**config.mk**
```make
export PLATFORM = sky130hd
export DESIGN_NAME = lcd_scanline_mode_timing
export DESIGN_NICKNAME = d
export VERILOG_FILES = /design/src/sv/lsmt_pkg.sv /design/src/sv/lsmt_step.sv /design/src/sv/lcd_scanline_mode_timing.sv
export SDC_FILE = /design/constraint.sdc
export NUM_CORES = 1
export LEC_CHECK = 0
export BUFFER_PORTS_ARGS = -buffer_cell sky130_fd_sc_hd__buf_4
export CAP_MARGIN = 25
export CORE_MARGIN = 2
export CORE_UTILIZATION = 52
export CTS_CLUSTER_DIAMETER = 150
export DETAILED_ROUTE_END_ITERATION = 7
export GPL_ROUTABILITY_DRIVEN = 0
export PLACE_DENSITY = 0.7
export SETUP_SLACK_MARGIN = 0.3
export SLEW_MARGIN = 20
export SYNTH_ARGS = -nofsm -noshare
export SYNTH_HDL_FRONTEND = slang
export SYNTH_SLANG_ARGS = --single-unit
export TNS_END_PERCENT = 1
```
**constraint.sdc**
```tcl
create_clock -name clk -period 11.95 [get_ports clk]
set_input_delay 0.5975 -clock clk [delete_from_list [all_inputs] [get_ports clk]]
set_output_delay 0.5975 -clock clk [all_outputs]
set_load 0.01 [all_outputs]
```
**src/sv/lsmt_pkg.sv**
```systemverilog
// Shared types and constants for the LCD scanline and mode timing block.
// No dependencies; used by lsmt_step and lcd_scanline_mode_timing.
`default_nettype none

package lsmt_pkg;

	localparam logic [7:0] VBLANK_LINE = 8'd144;
	localparam logic [7:0] LAST_LINE   = 8'd153;

	localparam logic [9:0] PERIOD_RESET = 10'd114;
	localparam logic [9:0] MODE2_RESET  = 10'd94;
	localparam logic [9:0] MODE3_RESET  = 10'd51;

	localparam logic signed [15:0] COUNT_FLOOR = 16'sh8000;

	typedef enum logic [1:0] {
		MODE_HBLANK = 2'd0,
		MODE_VBLANK = 2'd1,
		MODE_OAM    = 2'd2,
		MODE_XFER   = 2'd3
	} lcd_mode_t;

	typedef enum logic [2:0] {
		REG_LCD_ON      = 3'd0,
		REG_BG_ENABLE   = 3'd1,
		REG_LINE_CMP    = 3'd2,
		REG_IRQ_ENABLES = 3'd3,
		REG_LINE_PERIOD = 3'd4,
		REG_MODE2_START = 3'd5,
		REG_MODE3_START = 3'd6
	} cfg_reg_t;

	typedef struct packed {
		logic       lcd_on;
		logic       bg_enable;
		logic [7:0] line_compare;
		logic [3:0] stat_irq_enables;
		logic [9:0] line_period;
		logic [9:0] mode2_start;
		logic [9:0] mode3_start;
	} cfg_t;

	typedef struct packed {
		logic signed [15:0] countdown;
		logic [7:0]         line;
		lcd_mode_t          mode;
		logic               match;
	} state_t;

	typedef struct packed {
		logic [7:0] line_number;
		lcd_mode_t  lcd_mode;
		logic       coincidence;
		logic       stat_irq;
		logic       vblank_irq;
		logic       render_line;
	} result_t;

endpackage

`default_nettype wire

```
**src/sv/lsmt_step.sv**
```systemverilog
// One timing update: next scanline state and the result of one transaction.
// Purely combinational; uses lsmt_pkg types and constants.
`default_nettype none

module lsmt_step (
	input  var lsmt_pkg::cfg_t    cfg,
	input  var lsmt_pkg::state_t  cur,
	input  wire logic [7:0]       elapsed_cycles,
	output lsmt_pkg::state_t      nxt,
	output lsmt_pkg::result_t     res
);

	always_comb begin
		lsmt_pkg::lcd_mode_t mode;
		logic                en;
		logic                stat;
		logic                vbl;
		logic                rnd;
		logic                match;
		logic signed [15:0]  m2;
		logic signed [15:0]  m3;
		logic signed [16:0]  diff;
		logic signed [15:0]  sat;
		logic [7:0]          line_inc;
		logic [7:0]          line_nxt;
		logic signed [15:0]  cd_nxt;

		m2       = $signed({6'b0, cfg.mode2_start});
		m3       = $signed({6'b0, cfg.mode3_start});
		mode     = lsmt_pkg::MODE_HBLANK;
		en       = 1'b0;
		stat     = 1'b0;
		vbl      = 1'b0;
		rnd      = 1'b0;
		match    = cur.match;
		diff     = '0;
		sat      = '0;
		line_inc = cur.line + 8'd1;
		line_nxt = cur.line;
		cd_nxt   = cur.countdown;

		if (!cfg.lcd_on) begin
			mode     = lsmt_pkg::MODE_VBLANK;
			line_nxt = 8'd0;
			cd_nxt   = $signed({6'b0, cfg.line_period});
		end else begin
			if (cur.line >= lsmt_pkg::VBLANK_LINE) begin
				mode = lsmt_pkg::MODE_VBLANK;
				en   = cfg.stat_irq_enables[1];
			end else if ($signed(cur.countdown) >= m2) begin
				mode = lsmt_pkg::MODE_OAM;
				en   = cfg.stat_irq_enables[2];
			end else if ($signed(cur.countdown) >= m3) begin
				mode = lsmt_pkg::MODE_XFER;
				en   = 1'b0;
			end else begin
				mode = lsmt_pkg::MODE_HBLANK;
				en   = cfg.stat_irq_enables[0];
			end
			stat  = en && (mode != cur.mode);
			match = (cur.line == cfg.line_compare);
			if (match && cfg.stat_irq_enables[3]) begin
				stat = 1'b1;
			end

			diff = $signed({cur.countdown[15], cur.countdown}) - $signed({9'b0, elapsed_cycles});
			// only downward overflow is possible
			if (diff[16] != diff[15]) begin
				sat = lsmt_pkg::COUNT_FLOOR;
			end else begin
				sat = diff[15:0];
			end
			cd_nxt = sat;

			if (sat[15] || (sat == 16'sd0)) begin
				cd_nxt   = sat + $signed({6'b0, cfg.line_period});
				line_nxt = line_inc;
				if (line_inc == lsmt_pkg::VBLANK_LINE) begin
					vbl = 1'b1;
				end else if (line_inc > lsmt_pkg::LAST_LINE) begin
					line_nxt = 8'd0;
				end else if (line_inc < lsmt_pkg::VBLANK_LINE) begin
					rnd = cfg.bg_enable;
				end
			end
		end

		nxt.countdown   = cd_nxt;
		nxt.line        = line_nxt;
		nxt.mode        = mode;
		nxt.match       = match;
		res.line_number = line_nxt;
		res.lcd_mode    = mode;
		res.coincidence = match;
		res.stat_irq    = stat;
		res.vblank_irq  = vbl;
		res.render_line = rnd;
	end

endmodule

`default_nettype wire

```
**src/sv/lcd_scanline_mode_timing.sv**
```systemverilog
// Top level of the LCD scanline and mode timing block: config registers,
// input stage, timing state and result register. Uses lsmt_pkg, lsmt_step.
//
// Channel   Handshake            Payload
// input     in_valid/in_ready    elapsed_cycles
// result    out_valid/out_ready  line_number, lcd_mode, coincidence,
//                                stat_irq, vblank_irq, render_line
// config    cfg_valid/cfg_ready  cfg_index, cfg_data
//
// A result is registered through the input stage, then the result register;
// one transaction per cycle sustained while out_ready is high, set by the
// combinational state update in lsmt_step.
// Reset clears handshake state and loads register and timing reset values.
// A stalled result holds; the input stage keeps filling until both stages
// are occupied. cfg_ready is always high.
`default_nettype none

module lcd_scanline_mode_timing (
	input  wire logic       clk,
	input  wire logic       arst_n,
	input  wire logic       in_valid,
	output logic            in_ready,
	input  wire logic [7:0] elapsed_cycles,
	output logic            out_valid,
	input  wire logic       out_ready,
	output logic [7:0]      line_number,
	output logic [1:0]      lcd_mode,
	output logic            coincidence,
	output logic            stat_irq,
	output logic            vblank_irq,
	output logic            render_line,
	input  wire logic       cfg_valid,
	output logic            cfg_ready,
	input  wire logic [2:0] cfg_index,
	input  wire logic [9:0] cfg_data
);

	lsmt_pkg::cfg_t    cfg_q;
	lsmt_pkg::state_t  state_q;
	lsmt_pkg::state_t  state_nxt;
	lsmt_pkg::result_t res_nxt;
	lsmt_pkg::result_t res_q;

	logic       valid_s1;
	logic [7:0] elapsed_s1;
	logic       out_valid_q;
	logic       advance;

	assign cfg_ready = 1'b1;
	assign advance   = valid_s1 && (!out_valid_q || out_ready);
	assign in_ready  = !valid_s1 || advance;

	always_ff @(posedge clk or negedge arst_n) begin
		if (!arst_n) begin
			cfg_q.lcd_on           <= 1'b0;
			cfg_q.bg_enable        <= 1'b0;
			cfg_q.line_compare     <= 8'd0;
			cfg_q.stat_irq_enables <= 4'd0;
			cfg_q.line_period      <= lsmt_pkg::PERIOD_RESET;
			cfg_q.mode2_start      <= lsmt_pkg::MODE2_RESET;
			cfg_q.mode3_start      <= lsmt_pkg::MODE3_RESET;
		end else if (cfg_valid && cfg_ready) begin
			case (lsmt_pkg::cfg_reg_t'(cfg_index))
				lsmt_pkg::REG_LCD_ON:      cfg_q.lcd_on           <= cfg_data[0];
				lsmt_pkg::REG_BG_ENABLE:   cfg_q.bg_enable        <= cfg_data[0];
				lsmt_pkg::REG_LINE_CMP:    cfg_q.line_compare     <= cfg_data[7:0];
				lsmt_pkg::REG_IRQ_ENABLES: cfg_q.stat_irq_enables <= cfg_data[3:0];
				lsmt_pkg::REG_LINE_PERIOD: cfg_q.line_period      <= cfg_data;
				lsmt_pkg::REG_MODE2_START: cfg_q.mode2_start      <= cfg_data;
				lsmt_pkg::REG_MODE3_START: cfg_q.mode3_start      <= cfg_data;
				default: ;
			endcase
		end
	end

	always_ff @(posedge clk or negedge arst_n) begin
		if (!arst_n) begin
			valid_s1 <= 1'b0;
		end else if (in_ready) begin
			valid_s1 <= in_valid;
		end
	end

	always_ff @(posedge clk) begin
		if (in_valid && in_ready) begin
			elapsed_s1 <= elapsed_cycles;
		end
	end

	lsmt_step u_step (
		.cfg            (cfg_q),
		.cur            (state_q),
		.elapsed_cycles (elapsed_s1),
		.nxt            (state_nxt),
		.res            (res_nxt)
	);

	always_ff @(posedge clk or negedge arst_n) begin
		if (!arst_n) begin
			state_q.countdown <= $signed({6'b0, lsmt_pkg::PERIOD_RESET});
			state_q.line      <= 8'd0;
			state_q.mode      <= lsmt_pkg::MODE_HBLANK;
			state_q.match     <= 1'b0;
		end else if (advance) begin
			state_q <= state_nxt;
		end
	end

	always_ff @(posedge clk or negedge arst_n) begin
		if (!arst_n) begin
			out_valid_q <= 1'b0;
		end else if (advance) begin
			out_valid_q <= 1'b1;
		end else if (out_ready) begin
			out_valid_q <= 1'b0;
		end
	end

	always_ff @(posedge clk) begin
		if (advance) begin
			res_q <= res_nxt;
		end
	end

	assign out_valid   = out_valid_q;
	assign line_number = res_q.line_number;
	assign lcd_mode    = res_q.lcd_mode;
	assign coincidence = res_q.coincidence;
	assign stat_irq    = res_q.stat_irq;
	assign vblank_irq  = res_q.vblank_irq;
	assign render_line = res_q.render_line;

	a_line_range: assert property (@(posedge clk) disable iff (!arst_n)
		state_q.line <= lsmt_pkg::LAST_LINE)
		else $error("line counter beyond last line");

	a_count_ceiling: assert property (@(posedge clk) disable iff (!arst_n)
		$signed(state_q.countdown) <= 16'sd1023)
		else $error("countdown above maximum line period");

	a_vblank_line: assert property (@(posedge clk) disable iff (!arst_n)
		out_valid_q && res_q.vblank_irq |-> res_q.line_number == lsmt_pkg::VBLANK_LINE)
		else $error("vblank interrupt off line 144");

	a_render_line: assert property (@(posedge clk) disable iff (!arst_n)
		out_valid_q && res_q.render_line |->
			(res_q.line_number < lsmt_pkg::VBLANK_LINE) && (res_q.line_number != 8'd0))
		else $error("render request on a non-visible line");

	a_stage_hold: assert property (@(posedge clk) disable iff (!arst_n)
		valid_s1 && !advance |=> valid_s1 && $stable(elapsed_s1))
		else $error("input stage lost a transaction");

endmodule

`default_nettype wire

```
# Yosys cells after proc, flatten, opt, wreduce, memory -nomap -nowiden
# Cells that the tools add are included.
[totals]
reg_bits = 95
inputBits = 26
output_inout_bits = 17
elab_cells = 84
[classes]
n_addsub = 3
magnitude_cmp = 5
n_eq_ne = 10
n_mux = 22
bitwise = 3
n_reduce_logical = 21
[op_table]
columns = ["cell", "count"]
rows = [
  ["16-bit two-way mux", 4],
  ["16-bit by 11-bit greater-or-equal comparator with 1-bit output", 2],
  ["8-bit two-way mux", 4],
  ["16-bit by 9-bit subtractor with 17-bit output", 1],
  ["16-bit by 11-bit adder with 16-bit output", 1],
  ["16-bit zero test", 1],
  ["2-bit AND reduction", 8],
  ["2-bit two-way mux", 5],
  ["3-bit == test (second input constant)", 3],
  ["1-bit two-way mux", 9],
  ["8-bit by 1-bit adder with 8-bit output (second input constant)", 1],
  ["8-bit == test", 1],
  ["8-bit == test (second input constant)", 1],
  ["8-bit greater-or-equal comparator (second input constant)", 1],
  ["8-bit > comparator (second input constant)", 1],
  ["8-bit less-than comparator (second input constant)", 1],
  ["3-bit by 2-bit == test with 1-bit output (second input constant)", 2],
  ["5-bit OR reduction", 1],
  ["1-bit logical AND", 4],
  ["3-bit by 1-bit == test with 1-bit output (second input constant)", 1],
  ["3-bit zero test", 1],
  ["1-bit logical OR", 3],
  ["1-bit inverter", 3],
  ["1-bit zero test", 2],
  ["3 further kinds", 3],
]

# Logic depth before layout (Yosys ltp)
# Gate-level depths: netlist (run 1).
[depth]
depth_word = 8
ltp_mapped = 22
ltp_nobuf = 21

# By module
# Synthesis (run 1) repeated with hierarchy kept, for this count alone.
[unflattened]
hier_cells = 596
hier_area_um2 = 6274.8
[modules_own_cells]
columns = ["mod", "n_inst", "cells_per_inst", "area_each_um2", "seq_area_each_um2"]
rows = [
  ["lcd_scanline_mode_timing", 1, 189, 3470.8, 2508.7],
  ["lsmt_step", 1, 407, 2803.9, 0.0],
]

# Worst setup path after synthesis (run 1)
# Ideal clock, no wire load.
[synth_timing]
path_kind = "flip-flop to flip-flop"
start = "register state_q[11] (netlist bit)"
end = "register state_q[21] (netlist bit)"
setup_time_ns = 0.069
arrival_time_ns = 4.562
t_required_ns = 11.881
slack_ns = 7.319
path_stages_with_launch = 22
path_buffers = 2
synth_period_minus_slack_ns = 4.631
path_cell_list = "dfrtp_1 > inv_1 > ha_1 > inv_1 > fa_1 > a211oi_2 > o21ai_2 > a21oi_1 > a21oi_1 > ha_1 > clkbuf_1 > clkbuf_1 > nor2_1 > ha_1 > ha_1 > o21a_1 > o21ai_0 > a21oi_1 > o41ai_1 > o31ai_1 > a211o_1 > nand3_1"
[synth_via]
elab_chain_len = 8
word_cells_on_any_way = 9
cone_classes = "2 x add/sub; 1 x eq/ne; 4 x mux; 2 x reduce/logical"
[synth_rtl]
columns = ["element", "line", "source"]
rows = [
  ["from (decl)", "lcd_scanline_mode_timing.sv:39", "lsmt_pkg::state_t state_q;"],
  ["from (signal assigned)", "lcd_scanline_mode_timing.sv:105", "state_q <= state_nxt;"],
  ["16-bit by 9-bit subtractor with 17-bit output (*)", "lsmt_step.sv:66", "diff = $signed({cur.countdown[15], cur.countdown}) - $signed({9'b0, elapsed_cycles});"],
  ["1-bit inequality test", "lsmt_step.sv:68", "if (diff[16] != diff[15]) begin"],
  ["16-bit two-way mux (*)", "lsmt_step.sv:68", ""],
  ["16-bit two-way mux (*)", "lsmt_step.sv:42", "if (!cfg.lcd_on) begin"],
  ["branches (longest 2 deep; another with 16-bit by 11-bit adder with 16-bit output)", "-", ""],
  ["16-bit two-way mux (*)", "lsmt_step.sv:75", "if (sat[15] || (sat == 16'sd0)) begin"],
  ["16-bit two-way mux (*)", "lsmt_step.sv:42", ""],
]
# Mark *: on every way between the ends. The select of a mux whose other input is x is not followed.
# A chain may end at the register's enable or synchronous reset.

# Worst setup path in the final report (run 1)
[layout_timing]
start = "register state_q[11] (netlist bit)"
end = "register state_q[22] (netlist bit)"
# Same word-level chain as after synthesis.

==> results of run 1 <==
kinds of logic (layout without fill, tap and decap cells):
kind of cell	Yosys count	count (layout)	share of synthesized area, %
flip-flops	95	95	40.9
AND/OR/NAND/NOR	203	203	17.1
XOR/XNOR	37	37	5.28
buffers and inverters	66	102	4.42
adder cells (fa/ha/maj)	43	43	8.85
other	1	1	0.0611
multiplexers	54	54	9.97
AO/OA/AOI/OAI	123	123	13.5
registers in the layout, summed over array words and instances, names as in the netlist:
name / cells
cfg_q: 44
coincidence: 1
elapsed_s1: 8
lcd_mode: 2
line_number: 8
out_valid: 1
render_line: 1
stat_irq: 1
state_q: 27
valid_s1: 1
vblank_irq: 1
area by class of cell:
cell class                 count  area (um^2)
fill                         933         4640
multi-input combinational    461         3360
sequential                    95         2510
timing repair buffer          45          335
clock buffer                  13          272
tap                          143          179
inverter                      41          154
clock inverter                 3         22.5
report_power, final:
group / switching [W] / internal (W) / leakage (nW)
clock: 0.000124 / 0.000161 / 0.146
combinational: 0.000725 / 0.000524 / 1.69
sequential: 0.000115 / 0.000431 / 1.09
synthesized netlist by cell type (all sizes together) (3+ instances only):
cell / n
xnor2: 32
or3: 6
xor2: 5
nand2b: 9
nand3: 18
o22ai: 6
mux2: 47
nand2: 46
a211oi: 3
nand4: 6
mux2i: 7
buf: 8
nor2: 53
a21o: 8
o221ai: 3
ha: 41
and3: 7
clkbuf: 17
o41ai: 3
or4: 3
o211ai: 7
nor2b: 4
nor3: 24
or2: 3
and2: 5
o21a: 3
o21ai: 30
dfstp: 17
dfrtp: 56
a211o: 4
o31ai: 3
nand4b: 6
inv: 41
a221oi: 6
a21oi: 33
nor3b: 4
edfxtp: 22
placed cells by master, fill, tap and decap left out, types with 24 or more instances in the layout:
master and instances:
sky130_fd_sc_hd__buf_4 44, sky130_fd_sc_hd__o21ai_0 28, sky130_fd_sc_hd__inv_1 41, sky130_fd_sc_hd__nand2_1 46, sky130_fd_sc_hd__dfrtp_1 56, sky130_fd_sc_hd__nor3_1 24
sky130_fd_sc_hd__ha_1 41, sky130_fd_sc_hd__a21oi_1 33, sky130_fd_sc_hd__nor2_1 52, sky130_fd_sc_hd__mux2_2 47, sky130_fd_sc_hd__xnor2_1 32
metal layers:
layer	global-route usage, %	share of wire (%)
met5	0	0
met4	10.3	3.2
met3	4.00	4.6
met2	37.2	47
met1	31.9	45
how the worst max path moves through the flow:
stage,end,cells past startpoint
floorplan,state_q[21],21
global placement,state_q[22],19
detailed placement,state_q[22],19
CTS,state_q[22],19
global route,state_q[23],20
finish,state_q[22],19
through the flow:
stage	power (W)	utilization (%)	instance area (um^2)	cells
after global placement	0.00175	56.9	6530	784
after CTS	0.00207	59.6	6830	801
after floorplan	0.00151	-	6140	622
after global routing	0.00225	59.6	6830	801
final	0.00208	59.6	6830	801
after detailed placement	0.00178	57.0	6540	785
==> report_table.html, run 1 <==
<table>
<tr><th>Metric</th><th>Value</th></tr>
<tr><th colspan="2">Worst setup path</th></tr>
<tr><td>R2r setup slk</td><td>6.83 ns</td></tr>
<tr><td>Setup crit start</td><td>state_q[11]</td></tr>
<tr><td>Arrival time worst endpoint</td><td>5.37 ns</td></tr>
<tr><td>R2R Path Start</td><td>state_q[11]</td></tr>
<tr><td>Sum of buffers and inverters on the critical path</td><td>2</td></tr>
<tr><td>Count of cells along the worst register-to-register path</td><td>19</td></tr>
<tr><td>Critical path, cell by cell</td><td>inv_1 &gt; ha_1 &gt; inv_1 &gt; fa_1 &gt; a211oi_2 &gt; o21ai_2 &gt; a21oi_1 &gt; a21oi_1 &gt; ha_1 &gt; nor3b_1 &gt; ha_1 &gt; and2_1 &gt; o21ai_0 &gt; o21ai_0 &gt; o41ai_1 &gt; o21ba_2 &gt; nor3_1 &gt; xor2_1 &gt; o21ai_0</td></tr>
<tr><td>R2r endpoint</td><td>state_q[22]</td></tr>
<tr><td>CP Capture Type</td><td>flip-flop</td></tr>
<tr><td>Maximum net fanout on the critical path</td><td>21</td></tr>
<tr><td>Critical path class</td><td>flip-flop to flip-flop</td></tr>
<tr><td>Critical Path Max Stage Delay</td><td>0.57 ns</td></tr>
<tr><td>Type of element launching the critical path</td><td>flip-flop</td></tr>
<tr><td>Max stage delay cell, worst path</td><td>sky130_fd_sc_hd__nor3b_1</td></tr>
<tr><td>Category of cells accounting for the largest share of critical-path delay</td><td>compound AO/OA/AOI/OAI gates</td></tr>
<tr><td>Endpoint required time on the critical path</td><td>12.21 ns</td></tr>
<tr><th colspan="2">Detailed routing</th></tr>
<tr><td>Post-detailed-route wirelength per cell</td><td>17.6 um</td></tr>
<tr><td>First-pass iteration count of the detailed router</td><td>5</td></tr>
<tr><td>Routed wire length</td><td>14100 um</td></tr>
<tr><td>Vias/cell</td><td>5.97</td></tr>
<tr><td>ANT nets after route</td><td>0</td></tr>
<tr><td>Residual DRC</td><td>0</td></tr>
<tr><td>Via total after detailed routing</td><td>4779</td></tr>
<tr><td>DRC violation total after the first TritonRoute iteration</td><td>375</td></tr>
<tr><th colspan="2">STA</th></tr>
<tr><td>Period Utilization, post-route</td><td>42.8%</td></tr>
<tr><td>Sum of negative setup slack</td><td>0 ns</td></tr>
<tr><td>Transition time at the pin with the least slew margin</td><td>0.894 ns</td></tr>
<tr><td>Final slew viol count</td><td>0</td></tr>
<tr><td>Hold Slack</td><td>0.358 ns</td></tr>
<tr><td>Final Hold Vio Count</td><td>0</td></tr>
<tr><td>Max_slew headroom</td><td>40.4%</td></tr>
<tr><td>Number of failing setup endpoints in the final timing report</td><td>0</td></tr>
<tr><td>Crit path setup slack, layout</td><td>6.83 ns</td></tr>
<tr><td>RSZ-0062 raised after global routing</td><td>no</td></tr>
<tr><td>Setup Skew</td><td>0.00958 ns</td></tr>
<tr><td>Final worst path period need</td><td>5.12 ns</td></tr>
<tr><td>Maximum frequency from static timing analysis</td><td>195 MHz</td></tr>
<tr><th colspan="2">Worst hold path</th></tr>
<tr><td>Min-delay worst type</td><td>input port to async pin</td></tr>
<tr><th colspan="2">Cells and area</th></tr>
<tr><td>Area delta synth-&gt;final</td><td>11.3%</td></tr>
<tr><td>Number of nets in the finished design</td><td>721</td></tr>
<tr><td>Proportion of layout cells with a drive suffix above 1</td><td>21.0%</td></tr>
<tr><td># diodes</td><td>0</td></tr>
<tr><th colspan="2">Power and ir drop</th></tr>
<tr><td>IR Drop Worst-Case VDD</td><td>0.164 mV</td></tr>
<tr><td>Pwr per Cell Area</td><td>304 nW/um^2</td></tr>
<tr><td>Leakage</td><td>2.92 nW</td></tr>
<tr><th colspan="2">CTS</th></tr>
<tr><td>Number of buffers inserted for hold repair after clock tree synthesis</td><td>0</td></tr>
<tr><td>Maximum level of the CTS H-tree</td><td>3</td></tr>
<tr><td>Clock transition at the register clock pins on the worst setup and hold paths after CTS</td><td>0.06 ns</td></tr>
<tr><td>Cell chosen for the clock root</td><td>sky130_fd_sc_hd__clkbuf_16</td></tr>
<tr><td>Count of clock tree sinks</td><td>95</td></tr>
<tr><td>Clock tree from TritonCTS</td><td>yes</td></tr>
<tr><td>Maximum root-to-sink buffer count</td><td>2</td></tr>
<tr><td>Clock network latency to the later pin of the worst-skew pair</td><td>0.35 ns</td></tr>
<tr><td>Post-CTS Repair Setup Buffers</td><td>0</td></tr>
<tr><td>TritonCTS buffer count</td><td>9</td></tr>
<tr><td>Post-cts sizing count</td><td>0</td></tr>
<tr><th colspan="2">Yosys</th></tr>
<tr><td>Cells after Synth</td><td>622</td></tr>
<tr><td>Main flop type after synthesis</td><td>sky130_fd_sc_hd__dfrtp_1</td></tr>
<tr><td>Synth warnings</td><td>0</td></tr>
<tr><td>Post-synth top area cell</td><td>sky130_fd_sc_hd__dfrtp_1</td></tr>
<tr><td>Number of enable flip-flop cells after synthesis</td><td>22</td></tr>
<tr><td>Share of the yosys chip area belonging to registers</td><td>40.9%</td></tr>
<tr><td>Post-synthesis cell type count</td><td>72</td></tr>
<tr><td>Mapped cell area</td><td>6140 um^2</td></tr>
<tr><td>Synth async-reset ratio</td><td>76.8%</td></tr>
<tr><td>Dominant cells by area after synthesis</td><td>sky130_fd_sc_hd__dfrtp_1 23%, sky130_fd_sc_hd__edfxtp_1 11%, sky130_fd_sc_hd__mux2_2 8.6%, sky130_fd_sc_hd__ha_1 8.4%, sky130_fd_sc_hd__dfstp_2 7.3%</td></tr>
<tr><td>Register bit count reported by yosys</td><td>95</td></tr>
<tr><td>Synthesized net count</td><td>690</td></tr>
<tr><td>Mean post-synth cell area</td><td>9.87 um^2</td></tr>
<tr><td>Area fraction of the dominant cell type after synthesis</td><td>22.8%</td></tr>
<tr><th colspan="2">Global route</th></tr>
<tr><td>Largest net degree at the start of global routing</td><td>74</td></tr>
<tr><td>Overall global routing resource usage</td><td>23.5%</td></tr>
<tr><td>Number of antenna violations at the first check in global routing</td><td>0</td></tr>
<tr><td>Global-route wire length before repair</td><td>23500 um</td></tr>
<tr><td>Vias in the first global route</td><td>4629</td></tr>
<tr><td>Residual overflow from global routing</td><td>0</td></tr>
<tr><th colspan="2">Run status</th></tr>
<tr><td>Result of the run</td><td>finished, final reports clean</td></tr>
<tr><th colspan="2">Placement</th></tr>
<tr><td>Pre-CTS WS</td><td>6.86 ns</td></tr>
<tr><td>Count of input and output buffers</td><td>41</td></tr>
<tr><td>Post-DP HPWL</td><td>10500 um</td></tr>
<tr><th colspan="2">Floorplanning</th></tr>
<tr><td>I/O pin count</td><td>43</td></tr>
<tr><td>Die span in x</td><td>113 um</td></tr>
<tr><td>Die span in y</td><td>113 um</td></tr>
<tr><td>Placeable core region</td><td>11500 um^2</td></tr>
<tr><td>Number of standard-cell rows in the floorplan</td><td>39</td></tr>
<tr><td>Starting density of the core</td><td>53.5%</td></tr>
<tr><td>Area of the die</td><td>12700 um^2</td></tr>
<tr><th colspan="2">Run</th></tr>
<tr><td>Count of max-cap constraint violations</td><td>0</td></tr>
</table>
Note: power is estimated with default switching activity, not from simulation.
==> run 2: changes to the inputs <==
Clock period 11.95 ns to 4.8 ns, I/O delays scaled along.
==> report_table.html, run 2 (synthesized netlist as in run 1, its figures left out) <==
<table>
<tr><th>Metric</th><th>Value</th></tr>
<tr><th colspan="2">Run status</th></tr>
<tr><td>Result of the run</td><td>finished, final reports clean</td></tr>
<tr><th colspan="2">Floorplanning</th></tr>
<tr><td>Starting density of the core</td><td>53.5% (unchanged)</td></tr>
<tr><td>Placeable core region</td><td>11500 um^2 (unchanged)</td></tr>
<tr><td>Die span in y</td><td>113 um (unchanged)</td></tr>
<tr><td>Number of standard-cell rows in the floorplan</td><td>39 (unchanged)</td></tr>
<tr><td>I/O pin count</td><td>43 (unchanged)</td></tr>
<tr><td>Area of the die</td><td>12700 um^2 (unchanged)</td></tr>
<tr><td>Die span in x</td><td>113 um (unchanged)</td></tr>
<tr><th colspan="2">Power and ir drop</th></tr>
<tr><td>Leakage</td><td>2.98 nW (+2.1%)</td></tr>
<tr><td>IR Drop Worst-Case VDD</td><td>0.403 mV (+150%)</td></tr>
<tr><td>Pwr per Cell Area</td><td>810 nW/um^2 (+170%)</td></tr>
<tr><th colspan="2">Detailed routing</th></tr>
<tr><td>Via total after detailed routing</td><td>4941 (+3.4%)</td></tr>
<tr><td>Vias/cell</td><td>6.09 (+2.1%)</td></tr>
<tr><td>First-pass iteration count of the detailed router</td><td>5 (unchanged)</td></tr>
<tr><td>Post-detailed-route wirelength per cell</td><td>18.5 um (+5.1%)</td></tr>
<tr><td>ANT nets after route</td><td>0 (unchanged)</td></tr>
<tr><td>Residual DRC</td><td>0 (unchanged)</td></tr>
<tr><td>DRC violation total after the first TritonRoute iteration</td><td>339 (-9.6%)</td></tr>
<tr><td>Routed wire length</td><td>15000 um (+6.4%)</td></tr>
<tr><th colspan="2">CTS</th></tr>
<tr><td>Number of buffers inserted for hold repair after clock tree synthesis</td><td>0 (unchanged)</td></tr>
<tr><td>Clock transition at the register clock pins on the worst setup and hold paths after CTS</td><td>0.07 ns (about the same)</td></tr>
<tr><td>Clock network latency to the later pin of the worst-skew pair</td><td>0.35 ns (about the same)</td></tr>
<tr><td>Count of clock tree sinks</td><td>95 (unchanged)</td></tr>
<tr><td>Maximum root-to-sink buffer count</td><td>2 (unchanged)</td></tr>
<tr><td>Cell chosen for the clock root</td><td>sky130_fd_sc_hd__clkbuf_16</td></tr>
<tr><td>Maximum level of the CTS H-tree</td><td>3 (unchanged)</td></tr>
<tr><td>TritonCTS buffer count</td><td>9 (unchanged)</td></tr>
<tr><td>Clock tree from TritonCTS</td><td>yes</td></tr>
<tr><th colspan="2">Worst setup path</th></tr>
<tr><td>R2R Path Start</td><td>state_q[11]</td></tr>
<tr><td>Endpoint required time on the critical path</td><td>5.02 ns (-7.19 ns)</td></tr>
<tr><td>Sum of buffers and inverters on the critical path</td><td>3 (+1)</td></tr>
<tr><td>Category of cells accounting for the largest share of critical-path delay</td><td>compound AO/OA/AOI/OAI gates</td></tr>
<tr><td>Critical path, cell by cell</td><td>inv_2 &gt; ha_1 &gt; inv_1 &gt; fa_2 &gt; a211oi_4 &gt; o21ai_4 &gt; a21oi_4 &gt; a21oi_1 &gt; ha_4 &gt; nor2_1 &gt; ha_1 &gt; maj3_1 &gt; a31oi_2 &gt; o21ai_2 &gt; o41ai_4 &gt; buf_4 &gt; xnor2_1 &gt; a221oi_1 &gt; nor3_1</td></tr>
<tr><td>CP Capture Type</td><td>flip-flop</td></tr>
<tr><td>Type of element launching the critical path</td><td>flip-flop</td></tr>
<tr><td>Setup crit start</td><td>state_q[11]</td></tr>
<tr><td>Critical Path Most Common Cell</td><td>sky130_fd_sc_hd__ha_1</td></tr>
<tr><td>Critical path class</td><td>flip-flop to flip-flop</td></tr>
<tr><td>Arrival time worst endpoint</td><td>4.52 ns (-0.85 ns)</td></tr>
<tr><td>Max stage delay cell, worst path</td><td>sky130_fd_sc_hd__dfrtp_1</td></tr>
<tr><td>Maximum net fanout on the critical path</td><td>8 (-62%)</td></tr>
<tr><td>Critical Path Max Stage Delay</td><td>0.38 ns (-0.19 ns)</td></tr>
<tr><th colspan="2">STA</th></tr>
<tr><td>Transition time at the pin with the least slew margin</td><td>0.926 ns (+0.0315 ns)</td></tr>
<tr><td>Final slew viol count</td><td>0 (unchanged)</td></tr>
<tr><td>Number of failing setup endpoints in the final timing report</td><td>0 (unchanged)</td></tr>
<tr><td>Period Utilization, post-route</td><td>89.5% (+47 points)</td></tr>
<tr><td>Max_slew headroom</td><td>38.3% (-2.1 points)</td></tr>
<tr><td>RSZ-0062 raised after global routing</td><td>no</td></tr>
<tr><td>Final worst path period need</td><td>4.30 ns (-0.823 ns)</td></tr>
<tr><td>Hold Slack</td><td>0.0310 ns (-0.327 ns)</td></tr>
<tr><td>Final Hold Vio Count</td><td>0 (unchanged)</td></tr>
<tr><td>Maximum frequency from static timing analysis</td><td>233 MHz (+19%)</td></tr>
<tr><td>Setup Skew</td><td>0.0106 ns (+0.000970 ns)</td></tr>
<tr><td>Sum of negative setup slack</td><td>0 ns (unchanged)</td></tr>
<tr><th colspan="2">Cells and area</th></tr>
<tr><td>Commonest cells after routing, fill and taps aside</td><td>56 x sky130_fd_sc_hd__dfrtp_1, 54 x sky130_fd_sc_hd__buf_4, 50 x sky130_fd_sc_hd__nor2_1</td></tr>
<tr><td>Largest registers in the final layout</td><td>cfg_q x44, state_q x27</td></tr>
<tr><td>Register bank with the most flops</td><td>cfg_q</td></tr>
<tr><td>Number of nets in the finished design</td><td>731 (+1.4%)</td></tr>
<tr><td>Share of the core filled with cells</td><td>61.4% (+1.9 points)</td></tr>
<tr><td>Most common library cell in the layout ignoring fill and taps</td><td>sky130_fd_sc_hd__dfrtp_1</td></tr>
<tr><td>Max FFs per register</td><td>44 (unchanged)</td></tr>
<tr><td>Area delta synth-&gt;final</td><td>14.7%</td></tr>
<tr><td>Proportion of layout cells with a drive suffix above 1</td><td>25.0% (+4.0 points)</td></tr>
<tr><td># diodes</td><td>0 (unchanged)</td></tr>
<tr><th colspan="2">Global route</th></tr>
<tr><td>Largest net degree at the start of global routing</td><td>74 (unchanged)</td></tr>
<tr><td>Overall global routing resource usage</td><td>24.0% (+0.52 points)</td></tr>
<tr><td>Number of antenna violations at the first check in global routing</td><td>0 (unchanged)</td></tr>
<tr><td>Residual overflow from global routing</td><td>0 (unchanged)</td></tr>
<tr><td>Global-route wire length before repair</td><td>24100 um (+2.9%)</td></tr>
<tr><td>Vias in the first global route</td><td>4764 (+2.9%)</td></tr>
<tr><th colspan="2">Placement</th></tr>
<tr><td>Post-DP HPWL</td><td>11000 um (+4.5%)</td></tr>
<tr><td>Count of input and output buffers</td><td>41 (unchanged)</td></tr>
<tr><th colspan="2">Worst hold path</th></tr>
<tr><td>Min-delay worst type</td><td>input port to async pin</td></tr>
<tr><th colspan="2">Run</th></tr>
<tr><td>Count of max-cap constraint violations</td><td>0 (unchanged)</td></tr>
</table>
## run 2: changes by cell type in the layout (fill, tap and decap cells not counted), sizes merged
cell	change
clkinvlp	+1
clkinv	+2
buf	+10
clkbuf	-3
## run 2: final timing paths
check,endpoint,slack [ns],cells past startpoint
setup / recovery,state_q[20],0.50,19
hold / removal,cfg_q[2],0.03,1
setup reg to reg,state_q[20],0.50,19
hold reg to reg,cfg_q[8],0.51,1
max in group asynchronous,state_q[19],4.17,1
min in group clk,elapsed_s1[7],0.07,1
## run 2: per-stage QoR
stage	instance area (um^2)	std cells	setup slack, ns	power (W)
after floorplan	6140	622	0.338	0.00377
after CTS	6870	807	0.178	0.00530
after detailed placement	6580	791	0.120	0.00458
after global placement	6580	790	0.341	0.00449
after global routing	7040	811	0.305	0.00610
final	7040	811	0.504	0.00570
## run 2: where the power goes
part / leakage (nW) / internal (W) / switching, W
clock: 0.132 / 0.000355 / 0.000318
combinational: 1.76 / 0.00160 / 0.00207
sequential: 1.09 / 0.00107 / 0.000288
total: 2.98 / 0.00303 / 0.00268
## run 2: layer usage
layer	global-route usage [%]	wire (um)	vias to the layer above
li1	-	-	2326
met1	32.7	6640	2415
met2	38.7	7130	162
met3	4.21	767	38
met4	8.86	462	0
met5	0	0	-
## run 2: final cells by class
class	instances	area, um^2
fill	952	4430
multi-input combinational	461	3520
sequential	95	2510
clock buffer	10	229
tap	143	179
clock inverter	6	45.0
timing repair buffer	55	410
inverter	41	154
## run 2: worst register-to-register path: stages, from the launching register on
cell and delay (ns):
sky130_fd_sc_hd__dfrtp_1 0.38, sky130_fd_sc_hd__inv_2 0.09, sky130_fd_sc_hd__ha_1 0.16, sky130_fd_sc_hd__inv_1 0.06, sky130_fd_sc_hd__fa_2 0.38, sky130_fd_sc_hd__a211oi_4 0.34
sky130_fd_sc_hd__o21ai_4 0.15, sky130_fd_sc_hd__a21oi_4 0.19, sky130_fd_sc_hd__a21oi_1 0.11, sky130_fd_sc_hd__ha_4 0.35, sky130_fd_sc_hd__nor2_1 0.05, sky130_fd_sc_hd__ha_1 0.21
sky130_fd_sc_hd__maj3_1 0.37, sky130_fd_sc_hd__a31oi_2 0.25, sky130_fd_sc_hd__o21ai_2 0.12, sky130_fd_sc_hd__o41ai_4 0.37, sky130_fd_sc_hd__buf_4 0.17, sky130_fd_sc_hd__xnor2_1 0.06
sky130_fd_sc_hd__a221oi_1 0.28, sky130_fd_sc_hd__nor3_1 0.10
## run 2: timing repair
action | CTS | global route
pin swaps | 0 | 6
gates resized for setup | 3 | 28
setup buffers | 0 | 4
endpoints found under the setup margin | 22 | 34
==> run 3: changes to the inputs <==
Settings changed: MAX_ROUTING_LAYER from default to met4.
==> report_table.html, run 3 (synthesized netlist as in run 1, its figures left out) <==
<table>
<tr><th>Metric</th><th>Value</th></tr>
<tr><th colspan="2">Worst setup path</th></tr>
<tr><td>CP Capture Type</td><td>flip-flop</td></tr>
<tr><td>Maximum net fanout on the critical path</td><td>8 (unchanged)</td></tr>
<tr><td>Endpoint required time on the critical path</td><td>5.02 ns (about the same)</td></tr>
<tr><td>Capture point of the critical path</td><td>state_q[20]</td></tr>
<tr><td>Count of cells along the worst register-to-register path</td><td>19 (unchanged)</td></tr>
<tr><td>Critical path class</td><td>flip-flop to flip-flop</td></tr>
<tr><td>R2r setup slk</td><td>0.51 ns (about the same)</td></tr>
<tr><td>Type of element launching the critical path</td><td>flip-flop</td></tr>
<tr><td>R2R Path Start</td><td>state_q[11]</td></tr>
<tr><td>Setup crit start</td><td>state_q[11]</td></tr>
<tr><td>Arrival time worst endpoint</td><td>4.51 ns (about the same)</td></tr>
<tr><td>R2r endpoint</td><td>state_q[20]</td></tr>
<tr><th colspan="2">Detailed routing</th></tr>
<tr><td>Vias/cell</td><td>6.11 (+0.32%)</td></tr>
<tr><td>First-pass iteration count of the detailed router</td><td>5 (unchanged)</td></tr>
<tr><td>Residual DRC</td><td>0 (unchanged)</td></tr>
<tr><td>Routed metal-1 wire length</td><td>6630 um (-0.17%)</td></tr>
<tr><td>Topmost layer with routed signal wires</td><td>met4</td></tr>
<tr><td>Routed wire length</td><td>15000 um (+0.19%)</td></tr>
<tr><td>DRC violation total after the first TritonRoute iteration</td><td>357 (+5.3%)</td></tr>
<tr><td>Met2 WL post-DR</td><td>7140 um (+0.18%)</td></tr>
<tr><td>ANT nets after route</td><td>0 (unchanged)</td></tr>
<tr><td>Post-detailed-route wirelength per cell</td><td>18.5 um (+0.19%)</td></tr>
<tr><td>Via total after detailed routing</td><td>4957 (+0.32%)</td></tr>
<tr><td>Met3 wirelength from detailed routing</td><td>823 um (+7.3%)</td></tr>
<tr><th colspan="2">Global route</th></tr>
<tr><td>Residual overflow from global routing</td><td>0 (unchanged)</td></tr>
<tr><td>Number of antenna violations at the first check in global routing</td><td>0 (unchanged)</td></tr>
<tr><td>Largest net degree at the start of global routing</td><td>74 (unchanged)</td></tr>
<tr><td>Vias in the first global route</td><td>4762 (-0.042%)</td></tr>
<tr><td>Overall global routing resource usage</td><td>24.8% (+0.73 points)</td></tr>
<tr><td>Global-route wire length before repair</td><td>24200 um (+0.23%)</td></tr>
<tr><th colspan="2">Cells and area</th></tr>
<tr><td>Number of nets in the finished design</td><td>731 (unchanged)</td></tr>
<tr><td>Commonest cells after routing, fill and taps aside</td><td>56 x sky130_fd_sc_hd__dfrtp_1, 54 x sky130_fd_sc_hd__buf_4, 50 x sky130_fd_sc_hd__nor2_1</td></tr>
<tr><td>Area delta synth-&gt;final</td><td>14.7% (unchanged)</td></tr>
<tr><td>Largest registers in the final layout</td><td>cfg_q x44, state_q x27</td></tr>
<tr><td>Multi-input gate area</td><td>3520 um^2 (unchanged)</td></tr>
<tr><td>Proportion of layout cells with a drive suffix above 1</td><td>25.0% (unchanged)</td></tr>
<tr><td>Most common library cell in the layout ignoring fill and taps</td><td>sky130_fd_sc_hd__dfrtp_1</td></tr>
<tr><td># diodes</td><td>0 (unchanged)</td></tr>
<tr><td>Max FFs per register</td><td>44 (unchanged)</td></tr>
<tr><td>Final standard cell area without fillers</td><td>7040 um^2 (unchanged)</td></tr>
<tr><td>Sequential Area</td><td>2510 um^2 (unchanged)</td></tr>
<tr><td>Final instance count without filler cells</td><td>811 (unchanged)</td></tr>
<tr><td>Register bank with the most flops</td><td>cfg_q</td></tr>
<tr><td>Number of fill cells</td><td>952 (unchanged)</td></tr>
<tr><th colspan="2">Floorplanning</th></tr>
<tr><td>Starting density of the core</td><td>53.5% (unchanged)</td></tr>
<tr><td>I/O pin count</td><td>43 (unchanged)</td></tr>
<tr><td>Number of standard-cell rows in the floorplan</td><td>39 (unchanged)</td></tr>
<tr><td>Area of the die</td><td>12700 um^2 (unchanged)</td></tr>
<tr><td>Die span in x</td><td>113 um (unchanged)</td></tr>
<tr><td>Die span in y</td><td>113 um (unchanged)</td></tr>
<tr><td>Placeable core region</td><td>11500 um^2 (unchanged)</td></tr>
<tr><th colspan="2">STA</th></tr>
<tr><td>Period Utilization, post-route</td><td>89.4% (-0.12 points)</td></tr>
<tr><td>Final worst path period need</td><td>4.29 ns (-0.00580 ns)</td></tr>
<tr><td>Final Hold Vio Count</td><td>0 (unchanged)</td></tr>
<tr><td>Setup Skew</td><td>0.0119 ns (+0.00130 ns)</td></tr>
<tr><td>Maximum frequency from static timing analysis</td><td>233 MHz (+0.14%)</td></tr>
<tr><td>Transition time at the pin with the least slew margin</td><td>0.926 ns (-0.000401 ns)</td></tr>
<tr><td>Sum of negative setup slack</td><td>0 ns (unchanged)</td></tr>
<tr><td>Max_slew headroom</td><td>38.3% (about the same)</td></tr>
<tr><td>Number of failing setup endpoints in the final timing report</td><td>0 (unchanged)</td></tr>
<tr><td>RSZ-0062 raised after global routing</td><td>no</td></tr>
<tr><td>Final slew viol count</td><td>0 (unchanged)</td></tr>
<tr><th colspan="2">Power and ir drop</th></tr>
<tr><td>Pwr per Cell Area</td><td>811 nW/um^2 (+0.12%)</td></tr>
<tr><td>Leakage</td><td>2.98 nW (unchanged)</td></tr>
<tr><td>Total Power</td><td>0.00571 W (+0.12%)</td></tr>
<tr><td>IR Drop Worst-Case VDD</td><td>0.403 mV (+0.13%)</td></tr>
<tr><th colspan="2">CTS</th></tr>
<tr><td>Clock transition at the register clock pins on the worst setup and hold paths after CTS</td><td>0.07 ns (about the same)</td></tr>
<tr><td>Clock tree from TritonCTS</td><td>yes</td></tr>
<tr><td>Maximum root-to-sink buffer count</td><td>2 (unchanged)</td></tr>
<tr><td>Clock network latency to the later pin of the worst-skew pair</td><td>0.35 ns (about the same)</td></tr>
<tr><td>TritonCTS buffer count</td><td>9 (unchanged)</td></tr>
<tr><td>Maximum level of the CTS H-tree</td><td>3 (unchanged)</td></tr>
<tr><td>Count of clock tree sinks</td><td>95 (unchanged)</td></tr>
<tr><td>Cell chosen for the clock root</td><td>sky130_fd_sc_hd__clkbuf_16</td></tr>
<tr><td>Number of buffers inserted for hold repair after clock tree synthesis</td><td>0 (unchanged)</td></tr>
<tr><th colspan="2">Run status</th></tr>
<tr><td>Result of the run</td><td>finished, final reports clean</td></tr>
<tr><th colspan="2">Placement</th></tr>
<tr><td>Post-DP HPWL</td><td>11000 um (unchanged)</td></tr>
<tr><td>DP Area</td><td>6580 um^2 (unchanged)</td></tr>
<tr><td>Count of input and output buffers</td><td>41 (unchanged)</td></tr>
<tr><td>Total placed cells including tap cells</td><td>791 (unchanged)</td></tr>
<tr><th colspan="2">Run</th></tr>
<tr><td>Count of max-cap constraint violations</td><td>0 (unchanged)</td></tr>
<tr><th colspan="2">Worst hold path</th></tr>
<tr><td>Min-delay worst type</td><td>input port to async pin</td></tr>
</table>
==> run 3: cell counts in the layout (fill, tap and decap cells not counted) <==
Identical to the previous run, type by type.
==> run 3: cell type report <==
type	instances	share of cell area (%)
clock buffers	10	3.25
clock inverters	6	0.640
inverters	41	2.19
multi-input cells	461	49.9
flip-flops and latches	95	35.6
well taps	143	2.54
repair buffers	55	5.83
==> run 3: where the power goes <==
group / internal [W] / switching (W) / leakage, nW / total, W
sequential: 0.00107 / 0.000287 / 1.09 / 0.00136
combinational: 0.00160 / 0.00208 / 1.76 / 0.00368
clock: 0.000355 / 0.000319 / 0.132 / 0.000675
total: 0.00303 / 0.00268 / 2.98 / 0.00571
==> run 3: what timing repair did <==
action	CTS	global route
pin swaps	0	6
resized for setup	3	28
setup endpoints to repair	22	34
setup buffers	0	4
==> run 3: worst min-delay path by stage <==
| stage | cells after the start | startpoint | slack (ns) | to |
|---|---|---|---|---|
| floorplan | 0 | arst_n | -0.06 | cfg_q[10] |
| CTS | 1 | arst_n | 0.06 | cfg_q[15] |
| finish | 1 | arst_n | 0.03 | cfg_q[2] |
| global placement | 1 | arst_n | 0.42 | cfg_q[15] |
| detailed placement | 1 | elapsed_cycles[7] | 0.42 | elapsed_s1[7] |
| global route | 1 | elapsed_cycles[5] | 0.06 | elapsed_s1[5] |
==> run 3: metrics by stage <==
stage | worst slack (ns) | hold slack [ns] | utilization [%]
2_1_floorplan | 0.338 | -0.0556 | -
3_3_place_gp | 0.341 | 0.419 | 57.4
3_5_place_dp | 0.120 | 0.420 | 57.4
4_1_cts | 0.178 | 0.0600 | 59.9
5_1_grt | 0.305 | 0.0633 | 61.4
6_report | 0.510 | 0.0333 | 61.4
==> run 3: critical path: stages, from the launching register on <==
cell and delay (ns):
sky130_fd_sc_hd__dfrtp_1 0.38, sky130_fd_sc_hd__inv_2 0.09, sky130_fd_sc_hd__ha_1 0.15, sky130_fd_sc_hd__inv_1 0.06, sky130_fd_sc_hd__fa_2 0.38, sky130_fd_sc_hd__a211oi_4 0.34
sky130_fd_sc_hd__o21ai_4 0.15, sky130_fd_sc_hd__a21oi_4 0.19, sky130_fd_sc_hd__a21oi_1 0.11, sky130_fd_sc_hd__ha_4 0.35, sky130_fd_sc_hd__nor2_1 0.05, sky130_fd_sc_hd__ha_1 0.21
sky130_fd_sc_hd__maj3_1 0.37, sky130_fd_sc_hd__a31oi_2 0.25, sky130_fd_sc_hd__o21ai_2 0.12, sky130_fd_sc_hd__o41ai_4 0.37, sky130_fd_sc_hd__buf_4 0.17, sky130_fd_sc_hd__xnor2_1 0.06
sky130_fd_sc_hd__a221oi_1 0.28, sky130_fd_sc_hd__nor3_1 0.10
==> run 3: per-layer routing <==
| metal | vias up | GRT usage (%) |
|---|---|---|
| met5 | - | - |
| met4 | 0 | 8.86 |
| met3 | 35 | 4.00 |
| met2 | 171 | 38.4 |
| met1 | 2424 | 33.1 |
| li1 | 2327 | - |
